`src/rtl/trwq_pkg.sv`:
```
// ----------------------------------------------------------------------------
// trwq_pkg
// Shared types and codes of the timed register write queue.
// ----------------------------------------------------------------------------
package trwq_pkg;

    // Operation codes of an input item.
    typedef enum logic [1:0] {
        OP_PUSH  = 2'd0,
        OP_TICK  = 2'd1,
        OP_FLUSH = 2'd2
    } trwq_op_t;

    // Status codes of a result item.
    typedef enum logic [1:0] {
        STAT_OK      = 2'd0,
        STAT_TOO_FAR = 2'd1,
        STAT_FULL    = 2'd2,
        STAT_DONE    = 2'd3
    } trwq_status_t;

    typedef enum logic {
        ST_IDLE,
        ST_DRAIN
    } trwq_state_t;

    // Configuration port: register index sits above the byte offset.
    localparam int          PADDR_W              = 3;
    localparam logic        REG_IDX_MAX_LATENCY  = 1'b0;
    localparam logic [30:0] MAX_LATENCY_RESET    = 31'd1000000;

    typedef struct packed {
        logic [1:0]  operation;
        logic [31:0] now_us;
        logic [31:0] due_time_us;
        logic [15:0] reg_address;
        logic [7:0]  reg_data;
    } trwq_req_t;

    typedef struct packed {
        logic [1:0]  status;
        logic        write_valid;
        logic [15:0] write_address;
        logic [7:0]  write_data;
        logic        last;
    } trwq_rsp_t;

    // One slot of the event store.
    typedef struct packed {
        logic [31:0] due_time_us;
        logic [15:0] reg_address;
        logic [7:0]  reg_data;
    } trwq_entry_t;

    // Result that carries no register write.
    function automatic trwq_rsp_t plain_result(input trwq_status_t st);
        trwq_rsp_t r;
        r.status        = st;
        r.write_valid   = 1'b0;
        r.write_address = 16'd0;
        r.write_data    = 8'd0;
        r.last          = 1'b1;
        return r;
    endfunction

    // Result that issues a drained register write.
    function automatic trwq_rsp_t write_result(input logic [15:0] addr,
                                               input logic [7:0]  data,
                                               input logic        is_last);
        trwq_rsp_t r;
        r.status        = STAT_DONE;
        r.write_valid   = 1'b1;
        r.write_address = addr;
        r.write_data    = data;
        r.last          = is_last;
        return r;
    endfunction

endpackage

```
`src/rtl/trwq_cfg.sv`:
```
// ----------------------------------------------------------------------------
// trwq_cfg
// APB register block holding the latency limit.
// ----------------------------------------------------------------------------
module trwq_cfg (
    input  logic                            clk,
    input  logic                            rst_n,
    input  logic                            psel,
    input  logic                            penable,
    input  logic                            pwrite,
    input  logic [trwq_pkg::PADDR_W-1:0]    paddr,
    input  logic [31:0]                     pwdata,
    output logic [31:0]                     prdata,
    output logic                            pready,
    output logic [30:0]                     max_latency_us
);
    import trwq_pkg::*;

    logic [30:0] max_latency_reg;
    logic        hit;

    assign hit    = paddr[PADDR_W-1] == REG_IDX_MAX_LATENCY;
    assign pready = 1'b1;

    always_ff @(posedge clk or negedge rst_n)
    begin
        if (!rst_n)
        begin
            max_latency_reg <= MAX_LATENCY_RESET;
        end
        else if (psel && penable && pwrite && hit)
        begin
            max_latency_reg <= pwdata[30:0];
        end
    end

    assign prdata         = hit ? {1'b0, max_latency_reg} : 32'd0;
    assign max_latency_us = max_latency_reg;

endmodule

```
`config.mk`:
```
export PLATFORM = sky130hd
export DESIGN_NAME = trwq_cfg
export DESIGN_NICKNAME = d
export VERILOG_FILES = /design/src/rtl/trwq_pkg.sv /design/src/rtl/trwq_cfg.sv
export SDC_FILE = /design/constraint.sdc
export NUM_CORES = 1
export LEC_CHECK = 0
export ABC_AREA = 1
export BUFFER_PORTS_ARGS = -buffer_cell sky130_fd_sc_hd__buf_2
export CORE_MARGIN = 2
export CORE_UTILIZATION = 41
export DETAILED_ROUTE_END_ITERATION = 8
export PLACE_DENSITY = 0.8
export REMOVE_ABC_BUFFERS = 1
export SLEW_MARGIN = 20
export SYNTH_ARGS = -nofsm -noshare
export SYNTH_HDL_FRONTEND = slang
export SYNTH_SLANG_ARGS = --single-unit
```
`constraint.sdc`:
```
create_clock -name clk -period 0.85 [get_ports clk]
set_input_delay 0.17 -clock clk [delete_from_list [all_inputs] [get_ports clk]]
set_output_delay 0.17 -clock clk [all_outputs]
set_load 0.02 [all_outputs]
```
==> results of run 1 <==
logic make-up after synthesis:
| logic type | synth area share |
|---|---|
| buf+inv | 0.129 |
| simple gates | 0.344 |
| flops | 0.522 |
| other cells | 0.00499 |
timing repair:
| item | 4_1_cts | 5_1_grt |
|---|---|---|
| setup buffers | 11 | 20 |
| pin swaps | 13 | 22 |
| setup endpoints to repair | 62 | 63 |
| endpoints found under the hold margin | 24 | 0 |
| resized for setup | 92 | 38 |
| hold buffers | 1 | 0 |
power breakdown:
group | internal (W) | total (W) | switching [W] | leakage (nW)
Clock | 0.000738 | 0.00125 | 0.000514 | 0.0515
Combinational | 0.00142 | 0.00276 | 0.00135 | 1.17
Sequential | 0.00180 | 0.00208 | 0.000280 | 0.375
Total | 0.00396 | 0.00610 | 0.00214 | 1.60
Yosys cell counts:
| master | count | share of area |
|---|---|---|
| inv_1 | 32 | 0.080 |
| nand3_1 | 31 | 0.10 |
| dfrtp_1 | 24 | 0.40 |
| buf_2 | 8 | 0.027 |
| inv_2 | 1 | 0.0025 |
| buf_4 | 2 | 0.010 |
| nand2_1 | 64 | 0.16 |
| nor2_2 | 1 | 0.0042 |
| conb_1 | 2 | 0.0050 |
| dfstp_2 | 7 | 0.12 |
| clkbuf_1 | 4 | 0.010 |
| nor2_1 | 31 | 0.077 |
worst max-delay path, stage by stage (launching register included):
cell and delay, ns:
dfstp_2 0.55, inv_2 0.04, nor2_2 0.11, buf_6 0.14
how the worst max path moves through the flow:
stage / startpoint / endpoint / slack [ns]
6_report: max_latency_us[6] / prdata[6] / -0.44
5_1_grt: max_latency_us[6] / prdata[6] / -0.47
4_1_cts: max_latency_us[6] / prdata[6] / -0.42
3_5_place_dp: pwrite / max_latency_us[8] / -0.15
3_3_place_gp: max_latency_us[6] / prdata[6] / -0.10
2_1_floorplan: psel / max_latency_us[0] / -0.93
final cells by class:
class,count,area [µm²]
multi-input cells,129,563
flip-flops and latches,31,785
inverters,33,124
fillers,266,813
clock buffers,8,100
well taps,48,60.1
repair buffers,138,1160
routing by layer:
| metal | part of all wire | vias to the layer above | routed length (µm) | global-route usage |
|---|---|---|---|---|
| met5 | 0 | - | 0 | 0 |
| met4 | 0.017 | 0 | 86 | 0.0718 |
| li1 | - | 870 | - | - |
| met3 | 0.052 | 9 | 266 | 0.0556 |
| met1 | 0.38 | 852 | 1990 | 0.243 |
| met2 | 0.55 | 75 | 2820 | 0.392 |
stage by stage:
stage               setup slack (ns)  total power (W)  std cells  utilization  TNS (ns)
CTS                           -0.421          0.00555        367        0.700    -14.80
global route                  -0.475          0.00642        387        0.774    -19.34
global placement              -0.101          0.00364        347        0.574     -4.94
floorplan                     -0.934          0.00300        193            -    -32.93
detailed placement            -0.154          0.00369        347        0.574     -6.00
finish                        -0.443          0.00610        387        0.774    -16.57
==> flow_metrics.py, run 1 <==
metrics = {
    "run_status": {
        "status": "finished with violations",
        "violations": "negative setup slack",
    },
    "floorplanning": {
        "pin_count": 104,
        "die_width_um": 64.6,
        "rows": 22,
        "die_y_um": 64.6,
        "core_area_um2": 3610,
        "start_util": 0.417,
        "dieArea_um2": 4170,
    },
    "worst_setup_path": {
        "endpoint_kind": "primary output",
        "rr_worst_depth": 4,
        "rr_startpoint": "max_latency_us[6]",
        "path_class": "reg -> out",
        "arrival_ns": 1.12,
        "critPathLaunchType": "flip-flop",
        "crit_required_ns": 0.68,
        "rr_endpoint": "max_latency_us[6]",
        "rrSetupSlack_ns": -0.04,
        "path_max_fanout": 2,
    },
    "grt": {
        "antenna_found_initial": 0,
        "grt_max_degree": 32,
        "grt_pass1_vias": 1523,
        "grt_pass1_wl_mm": 6.84,
        "grt_usage": 0.215,
        "overflow": 0,
    },
    "detailed_routing": {
        "vias": 1806,
        "viasPerCell": 4.67,
        "first_pass_iters": 4,
        "totalWireLength_mm": 5.16,
        "wl_per_cell_um": 13.3,
        "route.detailed.drc": 0,
        "ant_nets": 0,
        "drt_iter0_markers": 98,
    },
    "timing": {
        "fin_crit_ns": 1.29,
        "hold_viol_final": 0,
        "drv_slew": 0,
        "layout_setup_ws_ns": -0.443,
        "rsz0062_at_grt": "true",
        "holdWs_ns": 0.102,
        "finalSetupViolations": 64,
        "timing.fmax_ghz": 0.773,
        "skew_ns": 0,
        "period_share": 1.52,
    },
    "finish": {
        "nets": 378,
        "layout_common_cells": "nand2_1 (62), buf_6 (50), buf_4 (49)",
        "insertedDiodeCount": 0,
        "drive_gt1_frac": 0.493,
        "design_area_um2": 2790,
        "areaGrowthSynthToFinish_pct": 85.7,
        "layout_commonest_cell": "nand2_1",
        "largest_reg_flops": 31,
    },
    "min_path": {
        "hold_path_class": "in -> reg",
        "holdPathEnd": "max_latency_us[17]",
        "hold_depth": 3,
        "holdCritStartpoint": "pwdata[17]",
    },
    "synthesis": {
        "yosysWarnings": 0,
        "syn_area_um2": 1500,
        "synth.avg_cell_area_um2": 7.27,
        "synth_cell_type_count": 12,
        "ys_ff_latch": 31,
        "synth_seq_area_share": 0.522,
        "synth_cells": 207,
    },
    "pwr": {
        "p_leak_nw": 1.60,
        "vdd_ir_drop_max_uv": 1250,
        "power.density_nw_per_um2": 2180,
    },
    "clock_tree": {
        "numCtsBuffers": 5,
        "clockBufferDepth": 2,
        "tritoncts": "yes",
        "clk_pin_slew_ns": 0.06,
        "cts.sinks": 31,
        "worstSkewPairLatency_ns": 0.27,
        "cts_htree_levels": 2,
        "root_buffer": "clkbuf_8",
    },
    "placed_design": {
        "dp.final_hpwl_mm": 2.75,
        "io_buffers": 98,
        "gp_congestion": 0.702,
        "dpl_cell_area_um2": 2070,
    },
    "job": {
        "drv_cap": 0,
    },
}
No activity file was read; power rests on OpenSTA's default activity.
==> inputs of run 2 (changes only) <==
Settings changed: CORE_UTILIZATION 41 to 40, PLACE_DENSITY 0.8 to 0.78, TNS_END_PERCENT from default to 50.
==> run 2 against run 1 <==
  * The run still ends with negative setup slack left
  * Clock power increased by 18%
  * Final area fell by 9.5%
  * Sequential share of layout area up 2.9 points
  * Non-clock buffer count down 10
  * Clock skew unchanged
  * Global-route usage down 0.74 points
  * Die area rose by 2.3%
  * Largest cell class unchanged
==> flow_metrics.py, run 2 (same netlist as run 1, synthesis figures left out) <==
metrics = {
    "run_status": {
        "status": "finished with violations",
        "violations": "negative setup slack",
    },
    "grt": {
        "grt_pass1_wl_mm": 6.76,
        "overflow": 0,
        "antenna_found_initial": 0,
        "grt.met1_usage": 0.218,
        "grt_pass1_vias": 1558,
        "grt_max_degree": 32,
        "grt_usage": 0.208,
        "grt-busiest-layer": "met2",
        "use_met3": 0.0565,
        "met2_usage": 0.393,
    },
    "worst_setup_path": {
        "crit_cells": 3,
        "path_class": "reg -> out",
        "path_buf_inv": 2,
        "endpoint_kind": "primary output",
        "rr_worst_depth": 4,
        "crit_chain": "inv_2 > nor2_4 > buf_6",
        "max_stage_delay_ns": 0.56,
        "path_max_fanout": 3,
        "crit_required_ns": 0.68,
        "critPathLaunchType": "flip-flop",
        "arrival_ns": 1.13,
        "cp_top_family": "flip-flops",
        "critPathSlowestCell": "dfstp_2",
    },
    "pwr": {
        "vdd_ir_drop_max_uv": 1260,
        "p_leak_nw": 1.50,
        "power.density_nw_per_um2": 2260,
    },
    "detailed_routing": {
        "first_pass_iters": 4,
        "route.detailed.drc": 0,
        "viasPerCell": 4.47,
        "totalWireLength_mm": 4.41,
        "wl_per_cell_um": 11.7,
        "drt_iter0_markers": 58,
        "vias": 1685,
        "ant_nets": 0,
    },
    "clock_tree": {
        "worstSkewPairLatency_ns": 0.28,
        "clk_pin_slew_ns": 0.06,
        "cts_htree_levels": 2,
        "numCtsBuffers": 5,
        "cts.sinks": 31,
        "clockBufferDepth": 2,
        "root_buffer": "clkbuf_8",
        "tritoncts": "yes",
    },
    "finish": {
        "insertedDiodeCount": 0,
        "design_area_um2": 2530,
        "layout_common_cells": "nand2_1 (64), buf_2 (58), buf_4 (54)",
        "layout_commonest_cell": "nand2_1",
        "areaGrowthSynthToFinish_pct": 68.1,
        "largest_reg_flops": 31,
        "nets": 368,
        "final_cell_count_no_fill": 377,
        "drive_gt1_frac": 0.480,
    },
    "floorplanning": {
        "start_util": 0.414,
        "core_area_um2": 3630,
        "dieArea_um2": 4270,
        "die_width_um": 65.3,
        "die_y_um": 65.3,
        "pin_count": 104,
        "rows": 22,
    },
    "timing": {
        "holdWs_ns": 0.0956,
        "period_share": 1.52,
        "skew_ns": 0,
        "finalSetupViolations": 63,
        "layout_setup_ws_ns": -0.446,
        "rsz0062_at_grt": "true",
        "hold_viol_final": 0,
        "drv_slew": 0,
        "timing.fmax_ghz": 0.772,
        "fin_crit_ns": 1.30,
    },
    "placed_design": {
        "dp_cells": 348,
        "dp.final_hpwl_mm": 2.79,
        "gp_congestion": 0.712,
        "io_buffers": 98,
        "dpl_cell_area_um2": 2080,
    },
    "job": {
        "drv_cap": 0,
    },
    "min_path": {
        "hold_path_class": "in -> reg",
        "hold_depth": 3,
    },
}
[run 2: changes by cell type in the layout (fill, tap and decap cells not counted), moves of 3 or more]
| cell | change |
|---|---|
| buf_6 | -37 |
| nor2_1 | -3 |
| buf_2 | +22 |
| nor2_4 | -3 |
| buf_4 | +5 |
| nor2_2 | +6 |
[run 2: area by class of cell]
type / count / area, µm²
Sequential cell: 31 / 785
Clock inverter: 2 / 35.0
Tap cell: 48 / 60.1
Timing Repair Buffer: 128 / 892
Clock buffer: 6 / 82.6
Fill cell: 313 / 1100
Inverter: 33 / 124
Multi-Input combinational cell: 129 / 551
[run 2: final timing paths]
check / from / to / slack [ns]
worst max-delay path: max_latency_us[6] / prdata[6] / -0.45
worst min register to register: max_latency_us[14] / max_latency_us[14] / 0.48
max in group asynchronous: rst_n / max_latency_us[18] / 0.24
worst min-delay path: pwdata[14] / max_latency_us[14] / 0.1
worst max register to register: max_latency_us[18] / max_latency_us[18] / -0.05
min in group asynchronous: rst_n / max_latency_us[7] / 0.37
[run 2: per-stage QoR]
stage                     worst slack (ns)  setup TNS (ns)  total power [W]   util
final                               -0.446          -15.24          0.00572  0.696
after detailed placement            -0.124           -5.53          0.00371  0.572
after global placement              -0.100           -4.63          0.00366  0.572
after global routing                -0.481          -17.87          0.00604  0.696
after CTS                           -0.422          -15.01          0.00545  0.650
after floorplan                     -0.934          -32.93          0.00300      -
[run 2: where the power goes]
part           total [W]  switching [W]  internal, W
Clock            0.00148       0.000537     0.000947
Sequential       0.00203       0.000225      0.00180
Combinational    0.00221        0.00122     0.000989
Total            0.00572        0.00198      0.00374
[run 2: layer usage]
layer | part of all wire | wire length (µm)
met1 | 0.38 | 1680
met2 | 0.55 | 2430
met3 | 0.061 | 271
met4 | 0.0082 | 36
met5 | 0 | 0
[run 2: what timing repair did]
item | CTS | global route
endpoints found under the hold margin | 24 | 0
buffers inserted | 7 | 13
pin swaps | 7 | 16
setup endpoints to repair | 62 | 62
resized for setup | 42 | 26
cloned | 0 | 0
hold buffers | 1 | 0
[run 2: worst min-delay path: stages]
cell     delay [ns]
buf_2          0.09
nand3_1        0.06
nand2_1        0.05
