[config.mk]
export PLATFORM = sky130hd
export DESIGN_NAME = trwq_ctrl_flat
export DESIGN_NICKNAME = d
export VERILOG_FILES = /design/src/rtl/trwq_pkg.sv /design/src/rtl/trwq_if.sv /design/src/rtl/trwq_ctrl.sv /design/src/flat_wrapper.sv
export SDC_FILE = /design/constraint.sdc
export NUM_CORES = 1
export LEC_CHECK = 0
export ABC_AREA = 1
export BUFFER_PORTS_ARGS = -buffer_cell sky130_fd_sc_hd__buf_2
export CELL_PAD_IN_SITES_DETAIL_PLACEMENT = 0
export CELL_PAD_IN_SITES_GLOBAL_PLACEMENT = 1
export CORE_AREA = 5 5 186 188
export CTS_CLUSTER_DIAMETER = 200
export DETAILED_ROUTE_END_ITERATION = 12
export DIE_AREA = 0 0 191 193
export PLACE_DENSITY_LB_ADDON = 0.1
export SLEW_MARGIN = 20
export SYNTH_ARGS = -nofsm -noshare
export SYNTH_HDL_FRONTEND = slang
export SYNTH_SLANG_ARGS = --single-unit
[constraint.sdc]
create_clock -name clk -period 3.6 [get_ports clk]
set_clock_uncertainty 0.1 [all_clocks]
set_input_delay 0.18 -clock clk [delete_from_list [all_inputs] [get_ports clk]]
set_output_delay 0.18 -clock clk [all_outputs]
set_load 0.1 [all_outputs]
[src/rtl/trwq_pkg.sv]
// ----------------------------------------------------------------------------
// trwq_pkg
// Shared types and codes of the timed register write queue.
// ----------------------------------------------------------------------------
package trwq_pkg;

    // Operation codes of an input item.
    typedef enum logic [1:0] {
        OP_PUSH  = 2'd0,
        OP_TICK  = 2'd1,
        OP_FLUSH = 2'd2
    } trwq_op_t;

    // Status codes of a result item.
    typedef enum logic [1:0] {
        STAT_OK      = 2'd0,
        STAT_TOO_FAR = 2'd1,
        STAT_FULL    = 2'd2,
        STAT_DONE    = 2'd3
    } trwq_status_t;

    typedef enum logic {
        ST_IDLE,
        ST_DRAIN
    } trwq_state_t;

    // Configuration port: register index sits above the byte offset.
    localparam int          PADDR_W              = 3;
    localparam logic        REG_IDX_MAX_LATENCY  = 1'b0;
    localparam logic [30:0] MAX_LATENCY_RESET    = 31'd1000000;

    typedef struct packed {
        logic [1:0]  operation;
        logic [31:0] now_us;
        logic [31:0] due_time_us;
        logic [15:0] reg_address;
        logic [7:0]  reg_data;
    } trwq_req_t;

    typedef struct packed {
        logic [1:0]  status;
        logic        write_valid;
        logic [15:0] write_address;
        logic [7:0]  write_data;
        logic        last;
    } trwq_rsp_t;

    // One slot of the event store.
    typedef struct packed {
        logic [31:0] due_time_us;
        logic [15:0] reg_address;
        logic [7:0]  reg_data;
    } trwq_entry_t;

    // Result that carries no register write.
    function automatic trwq_rsp_t plain_result(input trwq_status_t st);
        trwq_rsp_t r;
        r.status        = st;
        r.write_valid   = 1'b0;
        r.write_address = 16'd0;
        r.write_data    = 8'd0;
        r.last          = 1'b1;
        return r;
    endfunction

    // Result that issues a drained register write.
    function automatic trwq_rsp_t write_result(input logic [15:0] addr,
                                               input logic [7:0]  data,
                                               input logic        is_last);
        trwq_rsp_t r;
        r.status        = STAT_DONE;
        r.write_valid   = 1'b1;
        r.write_address = addr;
        r.write_data    = data;
        r.last          = is_last;
        return r;
    endfunction

endpackage

[src/rtl/trwq_if.sv]
// ----------------------------------------------------------------------------
// trwq_if
// Valid/ready channels carrying request and result items of the queue.
// ----------------------------------------------------------------------------
interface trwq_req_if;
    import trwq_pkg::*;

    logic      valid;
    logic      ready;
    trwq_req_t item;

    modport source (output valid, output item, input ready);
    modport sink   (input valid, input item, output ready);
endinterface

interface trwq_rsp_if;
    import trwq_pkg::*;

    logic      valid;
    logic      ready;
    trwq_rsp_t item;

    modport source (output valid, output item, input ready);
    modport sink   (input valid, input item, output ready);
endinterface

[src/rtl/trwq_ctrl.sv]
// ----------------------------------------------------------------------------
// trwq_ctrl
// Ring pointers, push checks, tick drain sequencer and result register.
// ----------------------------------------------------------------------------
module trwq_ctrl #(
    parameter int QUEUE_DEPTH   = 16384,
    parameter int DRAIN_MAX     = 64,
    parameter int DUE_WINDOW_US = 1000,
    localparam int AW = $clog2(QUEUE_DEPTH)
) (
    input  logic                  clk,
    input  logic                  rst_n,
    trwq_req_if.sink              req,
    trwq_rsp_if.source            rsp,
    input  logic [30:0]           max_latency_us,
    output logic                  wr_en,
    output logic [AW-1:0]         wr_addr,
    output trwq_pkg::trwq_entry_t wr_entry,
    output logic [AW-1:0]         rd_addr,
    input  trwq_pkg::trwq_entry_t rd_entry
);
    import trwq_pkg::*;

    localparam int                 CW        = $clog2(DRAIN_MAX + 1);
    localparam logic [AW-1:0]      LAST_SLOT = AW'(QUEUE_DEPTH - 1);
    localparam logic signed [31:0] WINDOW    = 32'(DUE_WINDOW_US);

    function automatic logic [AW-1:0] ring_next(input logic [AW-1:0] p);
        return (p == LAST_SLOT) ? '0 : p + AW'(1);
    endfunction

    trwq_state_t state_reg, state_next;
    logic [AW-1:0] rp_reg, rp_next;
    logic [AW-1:0] wp_reg, wp_next;
    logic [CW-1:0] cnt_reg, cnt_next;
    logic          pend_valid_reg, pend_valid_next;
    logic [15:0]   pend_addr_reg, pend_addr_next;
    logic [7:0]    pend_data_reg, pend_data_next;
    logic [31:0]   now_reg, now_next;
    logic          out_valid_reg, out_valid_next;
    trwq_rsp_t     out_item_reg, out_item_next;

    logic        out_free;
    logic        req_fire;
    logic [31:0] push_lead;
    logic        too_far;
    logic        full;
    logic        empty;
    logic [31:0] head_lead;
    logic        head_due;
    logic        pop;
    logic        finish;

    assign out_free  = !out_valid_reg || rsp.ready;
    assign req.ready = (state_reg == ST_IDLE) && out_free;
    assign req_fire  = req.valid && req.ready;

    assign push_lead = req.item.due_time_us - req.item.now_us;
    assign too_far   = $signed(push_lead) > $signed({1'b0, max_latency_us});
    assign full      = ring_next(wp_reg) == rp_reg;
    assign empty     = rp_reg == wp_reg;

    // The store output always holds the entry at the read pointer while draining.
    assign head_lead = rd_entry.due_time_us - now_reg;
    assign head_due  = $signed(head_lead) < WINDOW;

    assign pop    = (state_reg == ST_DRAIN) && out_free && !empty && head_due
                    && (cnt_reg < CW'(DRAIN_MAX));
    assign finish = (state_reg == ST_DRAIN) && out_free && !pop;

    assign rd_addr  = pop ? ring_next(rp_reg) : rp_reg;
    assign wr_addr  = wp_reg;
    assign wr_entry = '{due_time_us: req.item.due_time_us,
                        reg_address: req.item.reg_address,
                        reg_data:    req.item.reg_data};

    always_comb
    begin
        state_next = state_reg;
        unique case (state_reg)
            ST_IDLE:
            begin
                if (req_fire && req.item.operation == OP_TICK)
                begin
                    state_next = ST_DRAIN;
                end
            end
            ST_DRAIN:
            begin
                if (finish)
                begin
                    state_next = ST_IDLE;
                end
            end
        endcase
    end

    always_comb
    begin
        rp_next         = rp_reg;
        wp_next         = wp_reg;
        cnt_next        = cnt_reg;
        pend_valid_next = pend_valid_reg;
        pend_addr_next  = pend_addr_reg;
        pend_data_next  = pend_data_reg;
        now_next        = now_reg;
        out_valid_next  = out_valid_reg && !rsp.ready;
        out_item_next   = out_item_reg;
        wr_en           = 1'b0;

        unique case (state_reg)
            ST_IDLE:
            begin
                if (req_fire)
                begin
                    unique case (req.item.operation)
                        OP_PUSH:
                        begin
                            out_valid_next = 1'b1;
                            if (too_far)
                            begin
                                out_item_next = plain_result(STAT_TOO_FAR);
                            end
                            else if (full)
                            begin
                                out_item_next = plain_result(STAT_FULL);
                            end
                            else
                            begin
                                out_item_next = plain_result(STAT_OK);
                                wr_en         = 1'b1;
                                wp_next       = ring_next(wp_reg);
                            end
                        end
                        OP_TICK:
                        begin
                            now_next        = req.item.now_us;
                            cnt_next        = '0;
                            pend_valid_next = 1'b0;
                        end
                        OP_FLUSH:
                        begin
                            rp_next        = '0;
                            wp_next        = '0;
                            out_valid_next = 1'b1;
                            out_item_next  = plain_result(STAT_DONE);
                        end
                        default:
                        begin
                            out_valid_next = 1'b1;
                            out_item_next  = plain_result(STAT_DONE);
                        end
                    endcase
                end
            end
            ST_DRAIN:
            begin
                // A drained write is held back in the pending register until it is known
                // whether another one follows, so that it can carry last.
                if (pop)
                begin
                    rp_next         = ring_next(rp_reg);
                    cnt_next        = cnt_reg + CW'(1);
                    pend_valid_next = 1'b1;
                    pend_addr_next  = rd_entry.reg_address;
                    pend_data_next  = rd_entry.reg_data;
                    if (pend_valid_reg)
                    begin
                        out_valid_next = 1'b1;
                        out_item_next  = write_result(pend_addr_reg, pend_data_reg, 1'b0);
                    end
                end
                else if (finish)
                begin
                    out_valid_next  = 1'b1;
                    pend_valid_next = 1'b0;
                    out_item_next   = pend_valid_reg
                                      ? write_result(pend_addr_reg, pend_data_reg, 1'b1)
                                      : plain_result(STAT_DONE);
                end
            end
        endcase
    end

    always_ff @(posedge clk or negedge rst_n)
    begin
        if (!rst_n)
        begin
            state_reg      <= ST_IDLE;
            rp_reg         <= '0;
            wp_reg         <= '0;
            cnt_reg        <= '0;
            pend_valid_reg <= 1'b0;
            out_valid_reg  <= 1'b0;
        end
        else
        begin
            state_reg      <= state_next;
            rp_reg         <= rp_next;
            wp_reg         <= wp_next;
            cnt_reg        <= cnt_next;
            pend_valid_reg <= pend_valid_next;
            out_valid_reg  <= out_valid_next;
        end
    end

    always_ff @(posedge clk)
    begin
        pend_addr_reg <= pend_addr_next;
        pend_data_reg <= pend_data_next;
        now_reg       <= now_next;
        out_item_reg  <= out_item_next;
    end

    assign rsp.valid = out_valid_reg;
    assign rsp.item  = out_item_reg;

    a_write_only_on_tick: assert property (@(posedge clk) disable iff (!rst_n)
        out_valid_reg && out_item_reg.write_valid |-> out_item_reg.status == STAT_DONE)
        else $error("issued write without tick status");

    a_pending_only_draining: assert property (@(posedge clk) disable iff (!rst_n)
        pend_valid_reg |-> state_reg == ST_DRAIN && cnt_reg != '0)
        else $error("held write outside a drain");

    a_drain_bound: assert property (@(posedge clk) disable iff (!rst_n)
        cnt_reg <= CW'(DRAIN_MAX))
        else $error("drain count beyond bound");

    a_push_advances: assert property (@(posedge clk) disable iff (!rst_n)
        req_fire && req.item.operation == OP_PUSH && !too_far && !full
        |=> wp_reg == ring_next($past(wp_reg)) && out_valid_reg)
        else $error("accepted push did not advance write pointer");

    a_no_pop_when_empty: assert property (@(posedge clk) disable iff (!rst_n)
        pop |-> rp_reg != wp_reg && state_reg == ST_DRAIN)
        else $error("pop from empty ring");

endmodule

[src/flat_wrapper.sv]
// flat-port wrapper written by rule: the top's interface ports become plain ports
module trwq_ctrl_flat import trwq_pkg::*;
#(
    parameter int QUEUE_DEPTH   = 16384,
    parameter int DRAIN_MAX     = 64,
    parameter int DUE_WINDOW_US = 1000,
    localparam int AW = $clog2(QUEUE_DEPTH)
)
  (clk, rst_n, max_latency_us, wr_en, wr_addr, wr_entry, rd_addr, rd_entry, req_valid, req_item, req_ready, rsp_valid, rsp_item, rsp_ready);
  trwq_req_if req_i ();
  trwq_rsp_if rsp_i ();
  input  logic clk;
  input  logic rst_n;
  input  logic [30:0] max_latency_us;
  output logic wr_en;
  output logic [AW-1:0] wr_addr;
  output trwq_pkg::trwq_entry_t wr_entry;
  output logic [AW-1:0] rd_addr;
  input  trwq_pkg::trwq_entry_t rd_entry;
  input wire logic [$bits(req_i.valid)-1:0] req_valid;
  input wire logic [$bits(req_i.item)-1:0] req_item;
  output wire logic [$bits(req_i.ready)-1:0] req_ready;
  output wire logic [$bits(rsp_i.valid)-1:0] rsp_valid;
  output wire logic [$bits(rsp_i.item)-1:0] rsp_item;
  input wire logic [$bits(rsp_i.ready)-1:0] rsp_ready;
  assign req_i.valid = req_valid;
  assign req_i.item = req_item;
  assign req_ready = req_i.ready;
  assign rsp_valid = rsp_i.valid;
  assign rsp_item = rsp_i.item;
  assign rsp_i.ready = rsp_ready;
  trwq_ctrl #(.QUEUE_DEPTH(QUEUE_DEPTH), .DRAIN_MAX(DRAIN_MAX), .DUE_WINDOW_US(DUE_WINDOW_US)) u_core (.clk(clk), .rst_n(rst_n), .req(req_i), .rsp(rsp_i), .max_latency_us(max_latency_us), .wr_en(wr_en), .wr_addr(wr_addr), .wr_entry(wr_entry), .rd_addr(rd_addr), .rd_entry(rd_entry));
endmodule
==> flow_metrics.tcl <==
set metrics [dict create \
    layout_commonest_cell "nand2_1" \
    p_leak_nw 8.24 \
    tightestPinTransition_ns 0.947 \
    grt_usage 0.198 \
    drtIter0Drc 498 \
    crit_type "in2out" \
    postRouteAntennaNets 0 \
    synth-xor-area-share 0.0537 \
    gp_congestion 0.886 \
    finalCritPeriodShare 1.11 \
    p_comb_frac 0.495 \
    core-area_sq_mm 0.0329 \
    synthCells 1621 \
    dpl.hpwl_um 30600 \
    setup_ws_ns -0.412 \
    p_total_mw 6.93 \
    avgSynthCellArea_sq_um 6.94 \
    synth_top_area_share 0.224 \
    critPathSlowestCell "fa_2" \
    r2r_end "u_core.wr_addr[3]$_DFFE_PN0P_" \
    switching_share 0.462 \
    vias 11200 \
    fin_tns_setup_ns -4.10 \
    p_switching_mw 3.20 \
    numCtsBuffers 17 \
    cp-start-kind "primary input" \
    slew_violations 0 \
    htreeDepth 4 \
    synth_fa_ha_area_frac 0.107 \
    max-slew-margin-rel 0.369 \
    grt_max_degree 39 \
    syn-num-nets 1898 \
    grt_pass1_vias 11000 \
    synth_top_family_by_area "simple AND/OR/NAND/NOR gates" \
    drc 0 \
    ir_drop_uv 350 \
    via_per_inst 4.55 \
    grt_overflow 0 \
    hold_slack_ns 0.0172 \
    rsz0062_at_grt "yes" \
    grt_pass1_wl_um 57400 \
    synth_edf_count 84 \
    start_util 0.341 \
    drv_cap 0 \
    avgRoutedWirePerCell_um 15.3 \
    clk_latency_ns 0.42 \
    arrival_ns 3.73 \
    r2r_setup_slack_ns 0.32 \
    hold_path.class "in2reg" \
    syn_area_sq_mm 0.0112 \
    synth_area_leaders "edfxtp_1, nand2_1, ha_1" \
    first_pass_iters 7 \
    synth_mux_area_frac 0 \
    placed_cells 2348 \
    cts_root_buf "clkbuf_16" \
    hold_viol_final 0 \
    cts_tree "done" \
    syn_to_final_growth_pct 42.2 \
    wl_um 37700 \
    synth_top_area_cell "edfxtp_1" \
    fmaxAchievable_mhz 249 \
    endpoint "wr_en" \
    synth_cell_types 45 \
    pwr-share-seq 0.266 \
    largest_reg_flops 32 \
    fp.dieH_um 193 \
    ys_ff_latch 122 \
    clkTransAtPathRegs_ns 0.06 \
    startpoint "req_item[24]" \
    antenna_found_initial 2 \
    cellPowerDensity_mw_per_mm2 434 \
    violations "setup timing" \
    preCtsSetupSlack_ns -0.667 \
    final_cell_mix "nand2_1, inv_1, buf_2, buf_4, nor2_1" \
    synth_simple_gate_area_frac 0.301 \
    internal_power_mw 3.73 \
    layout.nets 2280 \
    final_cells 2466 \
    synthFlopType "edfxtp_1" \
    synth_warnings 0 \
    r2r-start "u_core.wr_addr[0]$_DFFE_PN0P_" \
    clockPowerShare 0.238 \
    ys_seq_area_frac 0.309 \
    io_buffers 247 \
    outcome "finished with violations" \
    dieArea_sq_mm 0.0369 \
    crit_fanout 3 \
    rows 67 \
    worst_r2r_path_depth 19 \
    path_cells "buf_6, inv_4, ha_4, inv_4, fa_2, nand3_2, nand2_4, a21oi_4, buf_4, o21ai_2, nand3_1, nand3_2, nand3_1, nand2_1, a31oi_2, xor2_1, ha_1, nand2_2, nor3_4, nand4_1, nand3_4, nand2_4, nor3_4, buf_12" \
    drive_gt1_frac 0.328 \
    fp.dieW_um 191 \
    synth_compound_area_frac 0.0729 \
    setup_viol 16 \
    ioPinCount 296 \
    nFillCells 3403 \
    clock-sinks 122 \
    synthArstFlopShare 0.311 \
    cts_max_path_buffers 2 \
    max_stage_delay_ns 0.35 \
    endpoint_kind "output port" \
    critical_path_required_ns 3.32 \
    min_period_ns 4.01 \
]
layer usage:
layer / up-vias / GRT usage / wire [um]
met5: - / 0 / 0
met4: 0 / 0.0378 / 390
met3: 26 / 0.0212 / 1310
met2: 232 / 0.329 / 17500
met1: 5128 / 0.283 / 18400
li1: 5842 / - / -
cell usage after synthesis, drive strengths merged, types with 2 or more instances:
cell	number
nand3	116
nor4	8
clkbuf	10
dfrtp	38
nor2	153
nor3b	2
o21ai	38
and2	2
inv	313
o221ai	2
buf	71
nand2	463
nor3	18
ha	95
xor2	48
nand3b	8
a31oi	4
nand4	18
o21a	6
xnor2	21
a21oi	87
o21bai	6
edfxtp	84
worst max-delay path, delay by kind of cell:
family / cells / cell delay (ns)
compound gates: 3 / 0.49
xor+xnor: 1 / 0.09
simple gates: 12 / 1.65
buf+inv: 5 / 0.53
fa+ha+maj: 3 / 0.77
worst min-delay path by stage:
stage | startpoint | to | slack [ns] | depth (start not counted)
after floorplan | rst_n | u_core.cnt_reg[0]$_DFFE_PN0P_ | -0.22 | 0
after global placement | rd_entry[11] | u_core.pend_addr_reg[3]$_DFFE_PP_ | 0.26 | 1
after detailed placement | rd_entry[6] | u_core.pend_data_reg[6]$_DFFE_PP_ | 0.26 | 1
after CTS | rsp_ready | u_core.rsp.valid$_DFF_PN0_ | 0.009 | 4
after global routing | rsp_ready | u_core.rsp.valid$_DFF_PN0_ | 0.03 | 4
final | rsp_ready | u_core.rsp.valid$_DFF_PN0_ | 0.02 | 4
area by class of cell:
class                      instances  area (sq um)  share of cell area
tap                              448           561              0.0351
inverter                         314          1180              0.0740
antenna                            2          5.00            0.000313
sequential                       122          3480               0.217
clock inverter                    15           151             0.00947
timing repair buffer             442          3140               0.196
multi-input combinational       1106          7050               0.441
clock buffer                      17           425              0.0266
cells by family after synthesis:
group,count (synthesis)
and+or+nand+nor,789
AOI/OAI and AO/OA,150
buffers and inverters,395
adders and majority gates,96
xor gates and xnor gates,69
DFF,122
timing repair:
item / CTS / global route
hold buffers: 57 / 0
pin swaps: 30 / 82
setup buffers: 9 / 15
endpoints found under the setup margin: 30 / 31
endpoints found under the hold margin: 94 / 0
cloned: 2 / 1
gates resized for setup: 63 / 196
per-stage QoR:
| step | cell area (sq um) | utilization |
|---|---|---|
| 2_1_floorplan | 11300 | - |
| 3_3_place_gp | 13600 | 0.413 |
| 3_5_place_dp | 13600 | 0.413 |
| 4_1_cts | 15100 | 0.458 |
| 5_1_grt | 16000 | 0.485 |
| 6_report | 16000 | 0.485 |
power by group through the flow:
| stage | clock network (mW) | logic (mW) | registers (mW) |
|---|---|---|---|
| global route | 1.75 | 3.71 | 1.87 |
| CTS | 1.69 | 3.25 | 1.85 |
| floorplan | 0 | 1.64 | 2.53 |
| finish | 1.65 | 3.43 | 1.85 |
| detailed placement | 0 | 3.00 | 1.87 |
| global placement | 0 | 3.00 | 1.87 |
Note: power is estimated with default switching activity, not from simulation.
